[src/rtl/core/assert_macros.svh]
// Assertion macros shared by the RTL that carries checks.
`ifndef ASSERT_MACROS_SVH
`define ASSERT_MACROS_SVH
`ifndef SYNTH
// Antecedent true implies consequent in the same cycle.
`define ASSERT_IMPLIES(label, clk, rst, ante, cons, msg) \
   label: assert property (@(posedge clk) disable iff (rst) (ante) |-> (cons)) else $error(msg);
// Antecedent true implies consequent in the next cycle.
`define ASSERT_NEXT(label, clk, rst, ante, cons, msg) \
   label: assert property (@(posedge clk) disable iff (rst) (ante) |=> (cons)) else $error(msg);
`else
`define ASSERT_IMPLIES(label, clk, rst, ante, cons, msg)
`define ASSERT_NEXT(label, clk, rst, ante, cons, msg)
`endif
`endif

[src/rtl/core/rsfd_pkg.sv]
// Types and constants of the range sensor fusion distance unit.
package rsfd_pkg;

   localparam int READING_BITS = 10;
   localparam int SONAR_W      = 16;
   localparam int CFG_W        = 10;
   localparam int GROUP_W      = 2;
   localparam int DIST_W       = 20;
   localparam int SRC_W        = 2;
   localparam int CSR_IDX_W    = 2;

   // sonar * 100 needs 7 extra bits
   localparam int SCALE_W = 7;
   localparam int NUM_W   = SONAR_W + SCALE_W;
   // 9996 needs 14 bits
   localparam int DEN_W   = (READING_BITS > 14) ? READING_BITS : 14;
   localparam int CMP_W   = (READING_BITS > CFG_W) ? READING_BITS : CFG_W;

   localparam logic [NUM_W-1:0]  SR_NUMER    = NUM_W'(200000);
   localparam logic [NUM_W-1:0]  LR_NUMER    = NUM_W'(934950);
   localparam logic [NUM_W-1:0]  SONAR_SCALE = NUM_W'(100);
   localparam logic [DEN_W-1:0]  SONAR_CPI   = DEN_W'(9996);
   localparam logic [DIST_W-1:0] DIST_MAX    = '1;

   localparam logic [CFG_W-1:0] THRESHOLD_RESET = CFG_W'(300);
   localparam logic [CFG_W-1:0] FLOOR_RESET     = CFG_W'(100);

   localparam logic [CSR_IDX_W-1:0] REG_SHORT_THRESHOLD = CSR_IDX_W'(0);
   localparam logic [CSR_IDX_W-1:0] REG_LONG_FLOOR      = CSR_IDX_W'(1);

   typedef enum logic [GROUP_W-1:0] {
      GRP_TURRET = 2'd0,
      GRP_FRONT  = 2'd1,
      GRP_REAR   = 2'd2,
      GRP_NONE   = 2'd3
   } grp_type;

   typedef enum logic [SRC_W-1:0] {
      SRC_SHORT = 2'd0,
      SRC_LONG  = 2'd1,
      SRC_SONAR = 2'd2,
      SRC_NONE  = 2'd3
   } src_type;

   typedef struct packed {
      logic [CFG_W-1:0] threshold;
      logic [CFG_W-1:0] floor;
   } cfg_type;

   typedef struct packed {
      logic [GROUP_W-1:0]      sensor_group;
      logic [READING_BITS-1:0] long_range_reading;
      logic [READING_BITS-1:0] short_range_reading;
      logic [SONAR_W-1:0]      sonar_count;
   } req_type;

   // one divider stage: numerator bits shift out at the top, quotient bits in at the bottom
   typedef struct packed {
      logic              valid;
      logic [NUM_W-1:0]  numq;
      logic [DEN_W-1:0]  rem;
      logic [DEN_W-1:0]  den;
      logic              sat;
      src_type           src;
   } stage_type;

   typedef struct packed {
      logic [DIST_W-1:0] distance;
      src_type           src;
   } rsp_type;

   typedef struct packed {
      logic full;
      logic out_valid;
   } buf_status_type;

endpackage

[src/rtl/core/rsfd_if.sv]
// Channel interfaces: request, response and register write.
interface rsfd_req_if import rsfd_pkg::*; ();
   logic                    valid;
   logic                    ready;
   logic [GROUP_W-1:0]      sensor_group;
   logic [READING_BITS-1:0] long_range_reading;
   logic [READING_BITS-1:0] short_range_reading;
   logic [SONAR_W-1:0]      sonar_count;

   modport source (output valid, sensor_group, long_range_reading, short_range_reading,
                   sonar_count, input ready);
   modport sink (input valid, sensor_group, long_range_reading, short_range_reading,
                 sonar_count, output ready);
endinterface

interface rsfd_rsp_if import rsfd_pkg::*; ();
   logic              valid;
   logic              ready;
   logic [DIST_W-1:0] distance_hundredths;
   logic [SRC_W-1:0]  source_used;

   modport source (output valid, distance_hundredths, source_used, input ready);
   modport sink (input valid, distance_hundredths, source_used, output ready);
endinterface

interface rsfd_csr_if import rsfd_pkg::*; ();
   logic                 valid;
   logic                 ready;
   logic [CSR_IDX_W-1:0] reg_index;
   logic [CFG_W-1:0]     wdata;

   modport source (output valid, reg_index, wdata, input ready);
   modport sink (input valid, reg_index, wdata, output ready);
endinterface

[src/rtl/core/rsfd_select.sv]
// Source selection and divider operand setup, one registered stage.
module rsfd_select import rsfd_pkg::*; (
   input  logic      clock,
   input  logic      reset,
   input  logic      advance,
   input  logic      in_valid,
   input  req_type   req,
   input  cfg_type   cfg,
   output stage_type stage_out
);

   stage_type         stage_ff;
   stage_type         stage_in;
   logic [NUM_W-1:0]  sonar_prod;
   logic [CMP_W-1:0]  sr_ext;
   logic [CMP_W-1:0]  lr_ext;
   logic [CMP_W-1:0]  thr_ext;
   logic [CMP_W-1:0]  floor_ext;
   logic [DEN_W-1:0]  sr_den;
   logic [DEN_W-1:0]  lr_den;

   assign sonar_prod = NUM_W'(req.sonar_count) * SONAR_SCALE;
   assign sr_ext     = CMP_W'(req.short_range_reading);
   assign lr_ext     = CMP_W'(req.long_range_reading);
   assign thr_ext    = CMP_W'(cfg.threshold);
   assign floor_ext  = CMP_W'(cfg.floor);
   assign sr_den     = DEN_W'(req.short_range_reading);
   assign lr_den     = DEN_W'(req.long_range_reading);

   always_comb begin
      stage_in.valid = in_valid;
      stage_in.rem   = '0;
      stage_in.numq  = '0;
      stage_in.den   = DEN_W'(1);
      stage_in.sat   = 1'b0;
      stage_in.src   = SRC_NONE;
      unique case (grp_type'(req.sensor_group))
         GRP_TURRET, GRP_FRONT: begin
            if (sr_ext >= thr_ext) begin
               stage_in.numq = SR_NUMER;
               stage_in.den  = sr_den;
               stage_in.sat  = (sr_den == '0);
               stage_in.src  = SRC_SHORT;
            end else if (lr_ext < floor_ext) begin
               stage_in.numq = sonar_prod;
               stage_in.den  = SONAR_CPI;
               stage_in.src  = SRC_SONAR;
            end else begin
               stage_in.numq = LR_NUMER;
               stage_in.den  = lr_den;
               stage_in.sat  = (lr_den == '0);
               stage_in.src  = SRC_LONG;
            end
         end
         GRP_REAR: begin
            // lr > floor rules out a zero divisor
            if (lr_ext > floor_ext) begin
               stage_in.numq = LR_NUMER;
               stage_in.den  = lr_den;
               stage_in.src  = SRC_LONG;
            end else begin
               stage_in.numq = sonar_prod;
               stage_in.den  = SONAR_CPI;
               stage_in.src  = SRC_SONAR;
            end
         end
         GRP_NONE: begin
            stage_in.src = SRC_NONE;
         end
         default: begin
            stage_in.src = SRC_NONE;
         end
      endcase
   end

   always_ff @(posedge clock) begin
      if (reset) begin
         stage_ff.valid <= 1'b0;
      end else if (advance) begin
         stage_ff <= stage_in;
      end
   end

   assign stage_out = stage_ff;

endmodule

[src/rtl/core/rsfd_div_cell.sv]
// One restoring divider cell: settles one quotient bit per item.
module rsfd_div_cell import rsfd_pkg::*; (
   input  logic      clock,
   input  logic      reset,
   input  logic      advance,
   input  stage_type stage_prev,
   output stage_type stage_next
);

   stage_type          stage_ff;
   stage_type          stage_in;
   logic [DEN_W:0]     trial;
   logic [DEN_W:0]     den_ext;
   logic [DEN_W:0]     diff;
   logic               fits;

   assign trial   = {stage_prev.rem, stage_prev.numq[NUM_W-1]};
   assign den_ext = {1'b0, stage_prev.den};
   assign fits    = (trial >= den_ext);
   assign diff    = trial - den_ext;

   always_comb begin
      stage_in      = stage_prev;
      stage_in.numq = {stage_prev.numq[NUM_W-2:0], fits};
      stage_in.rem  = fits ? diff[DEN_W-1:0] : trial[DEN_W-1:0];
   end

   always_ff @(posedge clock) begin
      if (reset) begin
         stage_ff.valid <= 1'b0;
      end else if (advance) begin
         stage_ff <= stage_in;
      end
   end

   assign stage_next = stage_ff;

endmodule

[src/rtl/core/rsfd_out_buf.sv]
// Output register with skid entry.
module rsfd_out_buf import rsfd_pkg::*; (
   input  logic           clock,
   input  logic           reset,
   input  logic           push,
   input  rsp_type        push_data,
   input  logic           out_ready,
   output rsp_type        out_data,
   output buf_status_type status
);

   logic    main_valid_ff;
   logic    skid_valid_ff;
   rsp_type main_ff;
   rsp_type skid_ff;
   logic    pop;

   assign pop = main_valid_ff && out_ready;

   always_ff @(posedge clock) begin
      if (reset) begin
         main_valid_ff <= 1'b0;
         skid_valid_ff <= 1'b0;
      end else if (pop) begin
         if (skid_valid_ff) begin
            main_ff       <= skid_ff;
            skid_valid_ff <= 1'b0;
         end else begin
            main_valid_ff <= push;
            main_ff       <= push_data;
         end
      end else if (!main_valid_ff) begin
         main_valid_ff <= push;
         main_ff       <= push_data;
      end else if (push) begin
         skid_ff       <= push_data;
         skid_valid_ff <= 1'b1;
      end
   end

   assign out_data         = main_ff;
   assign status.full      = skid_valid_ff;
   assign status.out_valid = main_valid_ff;

endmodule

[src/rtl/core/range_sensor_fusion_distance_unit.sv]
// Top level of the range sensor fusion distance unit.
//
// Usage:
//   req_chan  - one transfer per query: sensor group, long-range IR, short-range IR
//               and sonar echo count.
//   rsp_chan  - one transfer per query, in order: distance in hundredths of an inch
//               and the source that produced it.
//   csr_chan  - register writes (index 0 short-range threshold, index 1 long-range
//               floor); always ready, other indexes are dropped. Write only when idle.
// Pipeline: the request transfer loads the select stage, then 23 divider cells, one per
// numerator bit, then the output register.
// Throughput: one query per cycle while the skid entry is empty; the divider is a chain
// of cells that each settle one quotient bit and hand the partial remainder on as the chain advances.
// Stall: the output has a skid entry; when it fills, the whole chain holds and
// req_chan.ready drops. req_chan.ready is a register output, never rsp_chan.ready.
// Reset: synchronous, clears all valid bits, threshold back to 300, floor to 100.
module range_sensor_fusion_distance_unit import rsfd_pkg::*; (
   input logic         clock,
   input logic         reset,
   rsfd_req_if.sink    req_chan,
   rsfd_rsp_if.source  rsp_chan,
   rsfd_csr_if.sink    csr_chan
);

`include "assert_macros.svh"

   logic [CFG_W-1:0] threshold_ff;
   logic [CFG_W-1:0] floor_ff;
   cfg_type          cfg;
   req_type          req;
   stage_type        chain [NUM_W+1];
   buf_status_type   buf_status;
   rsp_type          last_rsp;
   rsp_type          out_data;
   logic             advance;
   logic             push;
   logic             quot_big;

   // register file; a write is stored at the edge that transfers it
   assign csr_chan.ready = 1'b1;

   always_ff @(posedge clock) begin
      if (reset) begin
         threshold_ff <= THRESHOLD_RESET;
         floor_ff     <= FLOOR_RESET;
      end else if (csr_chan.valid) begin
         if (csr_chan.reg_index == REG_SHORT_THRESHOLD) begin
            threshold_ff <= csr_chan.wdata;
         end else if (csr_chan.reg_index == REG_LONG_FLOOR) begin
            floor_ff <= csr_chan.wdata;
         end
      end
   end

   assign cfg.threshold = threshold_ff;
   assign cfg.floor     = floor_ff;

   // chain moves as a whole unless the skid entry is occupied
   assign advance        = !buf_status.full;
   assign req_chan.ready = advance;

   assign req.sensor_group        = req_chan.sensor_group;
   assign req.long_range_reading  = req_chan.long_range_reading;
   assign req.short_range_reading = req_chan.short_range_reading;
   assign req.sonar_count         = req_chan.sonar_count;

   rsfd_select u_select (
      .clock     (clock),
      .reset     (reset),
      .advance   (advance),
      .in_valid  (req_chan.valid),
      .req       (req),
      .cfg       (cfg),
      .stage_out (chain[0])
   );

   for (genvar i = 0; i < NUM_W; i++) begin : g_cell
      rsfd_div_cell u_cell (
         .clock      (clock),
         .reset      (reset),
         .advance    (advance),
         .stage_prev (chain[i]),
         .stage_next (chain[i+1])
      );
   end

   // zero divisor, or a quotient past the field, clamps to full scale
   assign quot_big = |chain[NUM_W].numq[NUM_W-1:DIST_W];

   always_comb begin
      last_rsp.src = chain[NUM_W].src;
      if (chain[NUM_W].sat || quot_big) begin
         last_rsp.distance = DIST_MAX;
      end else begin
         last_rsp.distance = chain[NUM_W].numq[DIST_W-1:0];
      end
   end

   assign push = advance && chain[NUM_W].valid;

   rsfd_out_buf u_out_buf (
      .clock     (clock),
      .reset     (reset),
      .push      (push),
      .push_data (last_rsp),
      .out_ready (rsp_chan.ready),
      .out_data  (out_data),
      .status    (buf_status)
   );

   assign rsp_chan.valid               = buf_status.out_valid;
   assign rsp_chan.distance_hundredths = out_data.distance;
   assign rsp_chan.source_used         = out_data.src;

   // skid entry only fills behind a waiting output
   `ASSERT_IMPLIES(a_skid_behind_main, clock, reset, buf_status.full, rsp_chan.valid, "skid without output")
   // input back-pressure only while a response is pending
   `ASSERT_IMPLIES(a_ready_low_pending, clock, reset, !req_chan.ready, rsp_chan.valid, "stall without response")
   // no-source responses carry zero distance
   `ASSERT_IMPLIES(a_none_zero, clock, reset, rsp_chan.valid && (rsp_chan.source_used == SRC_NONE), rsp_chan.distance_hundredths == '0, "none source nonzero")
   // a held response that is not taken stays valid
   `ASSERT_NEXT(a_full_holds, clock, reset, buf_status.full && !rsp_chan.ready, rsp_chan.valid && buf_status.full, "skid lost")

endmodule

[src/flat_wrapper.sv]
// flat-port wrapper written by rule: the top's interface ports become plain ports
module range_sensor_fusion_distance_unit_flat import rsfd_pkg::*;
  (clock, reset, req_chan_valid, req_chan_sensor_group, req_chan_long_range_reading, req_chan_short_range_reading, req_chan_sonar_count, req_chan_ready, rsp_chan_valid, rsp_chan_distance_hundredths, rsp_chan_source_used, rsp_chan_ready, csr_chan_valid, csr_chan_reg_index, csr_chan_wdata, csr_chan_ready);
  rsfd_req_if req_chan_i ();
  rsfd_rsp_if rsp_chan_i ();
  rsfd_csr_if csr_chan_i ();
  input logic clock;
  input logic reset;
  input wire logic [$bits(req_chan_i.valid)-1:0] req_chan_valid;
  input wire logic [$bits(req_chan_i.sensor_group)-1:0] req_chan_sensor_group;
  input wire logic [$bits(req_chan_i.long_range_reading)-1:0] req_chan_long_range_reading;
  input wire logic [$bits(req_chan_i.short_range_reading)-1:0] req_chan_short_range_reading;
  input wire logic [$bits(req_chan_i.sonar_count)-1:0] req_chan_sonar_count;
  output wire logic [$bits(req_chan_i.ready)-1:0] req_chan_ready;
  output wire logic [$bits(rsp_chan_i.valid)-1:0] rsp_chan_valid;
  output wire logic [$bits(rsp_chan_i.distance_hundredths)-1:0] rsp_chan_distance_hundredths;
  output wire logic [$bits(rsp_chan_i.source_used)-1:0] rsp_chan_source_used;
  input wire logic [$bits(rsp_chan_i.ready)-1:0] rsp_chan_ready;
  input wire logic [$bits(csr_chan_i.valid)-1:0] csr_chan_valid;
  input wire logic [$bits(csr_chan_i.reg_index)-1:0] csr_chan_reg_index;
  input wire logic [$bits(csr_chan_i.wdata)-1:0] csr_chan_wdata;
  output wire logic [$bits(csr_chan_i.ready)-1:0] csr_chan_ready;
  assign req_chan_i.valid = req_chan_valid;
  assign req_chan_i.sensor_group = req_chan_sensor_group;
  assign req_chan_i.long_range_reading = req_chan_long_range_reading;
  assign req_chan_i.short_range_reading = req_chan_short_range_reading;
  assign req_chan_i.sonar_count = req_chan_sonar_count;
  assign req_chan_ready = req_chan_i.ready;
  assign rsp_chan_valid = rsp_chan_i.valid;
  assign rsp_chan_distance_hundredths = rsp_chan_i.distance_hundredths;
  assign rsp_chan_source_used = rsp_chan_i.source_used;
  assign rsp_chan_i.ready = rsp_chan_ready;
  assign csr_chan_i.valid = csr_chan_valid;
  assign csr_chan_i.reg_index = csr_chan_reg_index;
  assign csr_chan_i.wdata = csr_chan_wdata;
  assign csr_chan_ready = csr_chan_i.ready;
  range_sensor_fusion_distance_unit u_core (.clock(clock), .reset(reset), .req_chan(req_chan_i), .rsp_chan(rsp_chan_i), .csr_chan(csr_chan_i));
endmodule
[config.mk]
export PLATFORM = sky130hd
export DESIGN_NAME = range_sensor_fusion_distance_unit_flat
export DESIGN_NICKNAME = d
export VERILOG_FILES = /design/src/rtl/core/rsfd_pkg.sv /design/src/rtl/core/rsfd_if.sv /design/src/rtl/core/rsfd_select.sv /design/src/rtl/core/rsfd_div_cell.sv /design/src/rtl/core/rsfd_out_buf.sv /design/src/rtl/core/range_sensor_fusion_distance_unit.sv /design/src/flat_wrapper.sv
export VERILOG_INCLUDE_DIRS = /design/src /design/src/rtl/core
export SDC_FILE = /design/constraint.sdc
export NUM_CORES = 2
export LEC_CHECK = 0
export ABC_CLOCK_PERIOD_IN_PS = 170800
export BUFFER_PORTS_ARGS = -buffer_cell sky130_fd_sc_hd__buf_4
export CAP_MARGIN = 10
export CELL_PAD_IN_SITES_DETAIL_PLACEMENT = 0
export CELL_PAD_IN_SITES_GLOBAL_PLACEMENT = 1
export CORE_MARGIN = 1.5
export CORE_UTILIZATION = 30
export DETAILED_ROUTE_END_ITERATION = 7
export PLACE_DENSITY = 0.52
export SLEW_MARGIN = 20
export SYNTH_ARGS = -nofsm -noshare
export SYNTH_HDL_FRONTEND = slang
export SYNTH_SLANG_ARGS = --single-unit
[constraint.sdc]
create_clock -name clock -period 170.8 [get_ports clock]
set_input_delay 8.54 -clock clock [delete_from_list [all_inputs] [get_ports clock]]
set_output_delay 8.54 -clock clock [all_outputs]
set_load 0.05 [all_outputs]
Word level (Yosys, flattened, before mapping)
Index checks and enable logic that the tools add are counted.
{"block": "word_totals", "in_bits": 55, "output_inout_bits": 25, "ff_bits": 1344, "elab_cells": 267}
{"block": "classes", "n_bitwise": 4, "reduce_logical": 17, "add_sub_neg": 22, "mux": 41, "order_cmp": 26, "multipliers": 1, "eq_ne": 6}
{"op": ">= comparator 15 x 14 -> 1 bit", "count": 22}
{"op": "two-way mux 14 bit", "count": 23}
{"op": "subtractor 14 bit", "count": 21}
{"op": "two-way mux 23 bit", "count": 3}
{"op": "two-way mux 22 bit", "count": 3}
{"op": "case mux 23 bit (2 select lines)", "count": 1}
{"op": "zero test 14 bit", "count": 2}
{"op": "case mux 14 bit (2 select lines)", "count": 1}
{"op": "multiplier 16 x 5 -> 21 bit, second input constant", "count": 1}
{"op": "two-way mux 20 bit", "count": 1}
{"op": "two-way mux 17 bit", "count": 1}
{"op": ">= comparator 1 x 14 -> 1 bit", "count": 1}
{"op": "subtractor 1 x 14 -> 14 bit", "count": 1}
{"op": ">= comparator 10 bit", "count": 1}
{"op": "> comparator 10 bit", "count": 1}
{"op": "less-than comparator 10 bit", "count": 1}
{"op": "AND reduction 2 bit", "count": 4}
{"op": "case mux 2 bit (3 select lines)", "count": 1}
{"op": "two-way mux 1 bit", "count": 5}
{"op": "equality test 2 x 1 -> 1 bit, second input constant", "count": 2}
{"op": "equality test 2 bit, second input constant", "count": 2}
{"op": "zero test 2 bit", "count": 2}
{"op": "two-way mux 2 bit", "count": 2}
{"op": "NOT 1 bit", "count": 4}
{"op": "other kinds (9)", "count": 11}

Depth between registers and ports, before layout
{"block": "logic_depth", "ltp_word": 5, "depth_mapped": 14, "ltp_nobuf": 14}

Cells and area by module
A second synthesis with hierarchy kept.
{"block": "hier_totals", "hier_cells": 4902, "area_unflattened_um2": 68507.0}
{"module": "rsfd_div_cell", "cells_each": 186, "seq_area_each_um2": 1641.6, "area_per_inst_um2": 2686.3, "n_inst": 23}
{"module": "rsfd_select", "cells_each": 434, "seq_area_each_um2": 1101.1, "area_per_inst_um2": 3938.8, "n_inst": 1}
{"module": "rsfd_out_buf", "cells_each": 81, "seq_area_each_um2": 1361.3, "area_per_inst_um2": 1779.2, "n_inst": 1}
{"module": "range_sensor_fusion_distance_unit", "cells_each": 109, "seq_area_each_um2": 400.4, "area_per_inst_um2": 1003.5, "n_inst": 1}

Worst setup path before layout
OpenSTA, ideal clock, no wires.
{"block": "synth_path", "path_kind": "input -> register", "from": "in reset", "to": "reg u_core.u_out_buf.skid_ff[0] in the netlist's numbering, enable pin", "setup_time_ns": 0.384, "required_time_ns": 170.416, "path_buffers": 0, "slack_ns": 109.153, "path_stages": 2, "t_arrival_ns": 61.263, "path_cell_list": "nor2_1 -> and3_1"}
{"block": "synth_between", "elab_chain_len": 2}
{"item": "from (decl)", "line": "flat_wrapper.sv:8", "text": "input logic reset;"}
{"item": "NOT 1 bit (no line)"}
{"item": "AND reduction 4 bit (no line)"}
{"item": "to (signal assigned)", "line": "rsfd_out_buf.sv:36", "text": "skid_ff <= push_data;"}
{"item": "to (decl)", "line": "rsfd_out_buf.sv:15", "text": "rsp_type skid_ff;"}
Every way passes these cells.
A chain may end at the register's enable or synchronous reset.

Worst setup path in the final report
{"block": "layout_path", "from": "in reset", "to": "reg u_core.g_cell[21].u_cell.stage_ff, in the netlist u_core.g_cell[21].u_cell.stage_next[5], enable pin"}
{"block": "layout_between", "elab_chain_len": 2}
{"item": "NOT 1 bit (no line)"}
{"item": "AND reduction 2 bit (no line)"}
{"item": "to (signal assigned)", "line": "rsfd_div_cell.sv:32", "text": "stage_ff <= stage_in;"}
{"item": "to (decl)", "line": "rsfd_div_cell.sv:10", "text": "stage_type stage_ff;"}
Every way passes these cells.

==> flow_summary.toml <==
[logic_synthesis]
yosys.area_share.adder = 0.08518
syn_nets = 4586
yosysWarningCount = 0
synth_compound_area_frac = 0.09758
async_flop_share = 0
syn_area_mm2 = 0.05717
syn_avg_cell_area_um2 = 13.74
synthCells = 4161
synth-seq-cells = 1252
synth_xor_area_frac = 0.03355
synth_cell_type_count = 82
synth-simple-area-share = 0.06660
synth_flop_cell = "edfxtp_1"
synth-edff-count = 1206
synth_top_family_by_area = "compound AO/OA/AOI/OAI gates"
ys_seq_area_frac = 0.6495
synthMuxAreaShare = 0.03394

[sta]
rsz0062_at_grt = "no"
worst_pin_slew_ns = 1.085
setup_viol = 0
report.final.slew_viol_count = 0
post-route-min-period_ns = 11.95
fin_ws_ns = 158.85
fin_setup_tns_ns = 0
skew_ns = 0.03472
slew_headroom = 0.2764
period_share = 0.06998
fmax_mhz = 83.66
finalHoldViolCount = 0

[floorplan]
die_w_um = 439.6
start_util = 0.3013
io_pins = 80
die_y_um = 439.6
core_area_mm2 = 0.1898
rows = 160
die_area_mm2 = 0.1932

[outcome]
status = "finished clean"

[setup_path]
cp_cell_sequence = "buf_4 -> nor2_4 -> buf_4 -> buf_12 -> buf_4 -> buf_4"
crit_arrival_ns = 12.33
path_class = "in2reg"
path_max_fanout = 170
max_stage_delay_ns = 0.84
cp_top_family = "buffers and inverters"
crit_slowest_cell = "buf_4"
crit_path_frequent_cell = "buf_4"
crit_cells = 6
crit_required_ns = 171.17
path_buf_inv = 5
crit_path_end_kind = "flop"
rr_worst_depth = 5
startpoint_type = "input port"

[routing]
first_pass_iters = 5
wl_per_cell_um = 15.98
vias = 31370
drc = 0
detail-route-antenna-nets = 0
via_per_inst = 4.505
drt-total-wl_um = 111200
drt_iter0_drc = 1904

[power]
power_leakage_uw = 0.02469
max-vdd-ir-drop_uv = 6.567
power_uw = 1053
power_density_mw_per_mm2 = 16.11

[clock_network]
post_cts_buffers = 0
cts_made_buffers = 145
cts_buffer_depth = 3
cts_tree = "yes"
clk_latency_ns = 0.76
htreeDepth = 4
ctsHoldBuffers = 0
path_clk_slew_ns = 0.06
cts_resized = 0
cts_root_buf = "clkbuf_16"
cts.sinks = 1252

[worst_hold_path]
min_path_type = "reg2reg"
whs_path_depth = 0

[grt]
grt_pass1_vias = 32350
grt_use_total = 0.1149
grt_max_degree = 171
grt_pass1_wl_um = 176600
grt-ovfl-total = 0
antenna_found_initial = 1

[place]
dp_hpwl_um = 78330
portBuffers = 78
placed_cells_incl_taps = 6707
dp_slack_ns = 158.00
gp_congestion = 0.7836

[cells_and_area]
syn2layout_area_growth_pct = 14.32
final_net_count = 4768
nFillCells = 18670
drive_above_1_share = 0.1081
utilization = 0.3444
final_cell_count_no_fill = 6963

[run]
max_cap_violations = 0
==> stage by stage <==
step,area [um^2],hold WS (ns)
2_1_floorplan,57170,0.4003
3_5_place_dp,60840,0.4045
3_3_place_gp,60840,0.4002
4_1_cts,65350,0.4026
5_1_grt,65360,0.4109
6_report,65360,0.4057
==> cells in the mapped netlist, types with 10 or more instances <==
master,instances,area [um^2]
a2111oi_0,19,166.4
a211o_1,15,131.4
a211oi_1,41,307.8
a21o_1,113,848.3
a21oi_1,261,1306
a31oi_1,20,125.1
and3_1,10,62.56
buf_2,12,60.06
clkbuf_1,46,172.7
dfxtp_1,46,920.9
edfxtp_1,1206,36210
fa_1,32,640.6
ha_1,338,4229
inv_1,419,1573
mux2_2,125,1408
mux2i_1,45,450.4
nand2_1,153,574.3
nand2b_1,65,406.6
nand3_1,41,205.2
nand4_1,44,275.3
nor2_1,272,1021
nor2b_1,58,362.9
nor3_1,53,265.3
nor4_1,29,181.4
o21a_1,63,473.0
o21ai_0,169,845.8
o21bai_1,25,187.7
o31a_1,13,113.9
o31ai_1,31,232.7
or2_2,14,87.58
or3_1,11,68.82
xnor2_1,131,1147
xor2_1,88,770.7
==> placed cells by master (no fill, tap or decap), types with 24 or more instances in the layout <==
| cell | n |
|---|---|
| nor4_1 | 28 |
| nand4_1 | 44 |
| clkbuf_1 | 24 |
| clkbuf_16 | 148 |
| o21bai_1 | 25 |
| nand2_1 | 153 |
| fa_1 | 32 |
| ha_1 | 338 |
| o21ai_0 | 169 |
| xnor2_1 | 131 |
| o21a_1 | 63 |
| nor2b_1 | 58 |
| edfxtp_1 | 1206 |
| xor2_1 | 88 |
| nand2b_1 | 65 |
| o31ai_1 | 31 |
| clkinv_2 | 28 |
| dfxtp_1 | 45 |
| nor2_1 | 270 |
| nand3_1 | 40 |
| a21o_1 | 113 |
| inv_1 | 419 |
| nor3_1 | 53 |
| mux2_2 | 125 |
| mux2i_1 | 45 |
| clkinv_1 | 32 |
| buf_4 | 107 |
| a211oi_1 | 41 |
| a21oi_1 | 261 |
==> final cells by class <==
class                           instances  area, um^2  area share
Sequential cell                      1252       37140      0.5682
Multi-Input combinational cell       2414       18160      0.2779
Clock buffer                          172        3794     0.05804
Tap cell                             2511        3142     0.04807
Inverter                              422        1584     0.02423
Timing Repair Buffer                  108       823.3     0.01260
Clock inverter                         83       714.4     0.01093
Antenna cell                            1       2.502  0.00003829
==> power by group <==
part / switching, uW / internal, uW / total (uW)
logic: 176 / 142 / 318
clock network: 123 / 172 / 295
registers: 27.6 / 412 / 440
==> worst reg2reg max path, delay by kind of cell (launching register included) <==
family | cells | cell delay, ns
flops | 1 | 0.58
buf+inv | 4 | 3.19
simple gates | 1 | 0.22
==> worst paths after layout <==
check	to	startpoint	slack, ns
max	u_core.g_cell[21].u_cell.stage_next[5]	reset	158.85
min	u_core.g_cell[3].u_cell.stage_next[0]	u_core.g_cell[2].u_cell.stage_next[0]	0.41
max reg2reg	u_core.g_cell[21].u_cell.stage_next[5]	u_core.u_out_buf.skid_valid_ff	166.33
min reg2reg	u_core.g_cell[3].u_cell.stage_next[0]	u_core.g_cell[2].u_cell.stage_next[0]	0.41
==> cell families (layout without fill, tap and decap cells) <==
group	after synthesis	count (layout)
mux	177	177
buf+inv	495	785
xor+xnor	219	219
other cells	1	2
simple gates	785	785
fa+ha+maj	370	370
flops	1252	1252
compound gates	862	862
==> metal layers <==
metal | part of all wire | wire length, um | global-route usage
met2 | 0.49 | 54740 | 0.2003
met5 | 0 | 0 | 0
met3 | 0.032 | 3556 | 0.02219
met1 | 0.44 | 48770 | 0.1378
met4 | 0.038 | 4178 | 0.04867
==> flip-flops by register name (all words and copies together) (netlist names) <==
register / count
u_core.floor_ff: 10
u_core.g_cell.u_cell.stage_next: 1149
u_core.threshold_ff: 10
u_core.u_out_buf.main_valid_ff: 1
u_core.u_out_buf.out_data: 22
u_core.u_out_buf.skid_ff: 22
u_core.u_out_buf.skid_valid_ff: 1
u_core.u_select.stage_out: 37
Note: power is estimated with default switching activity, not from simulation.
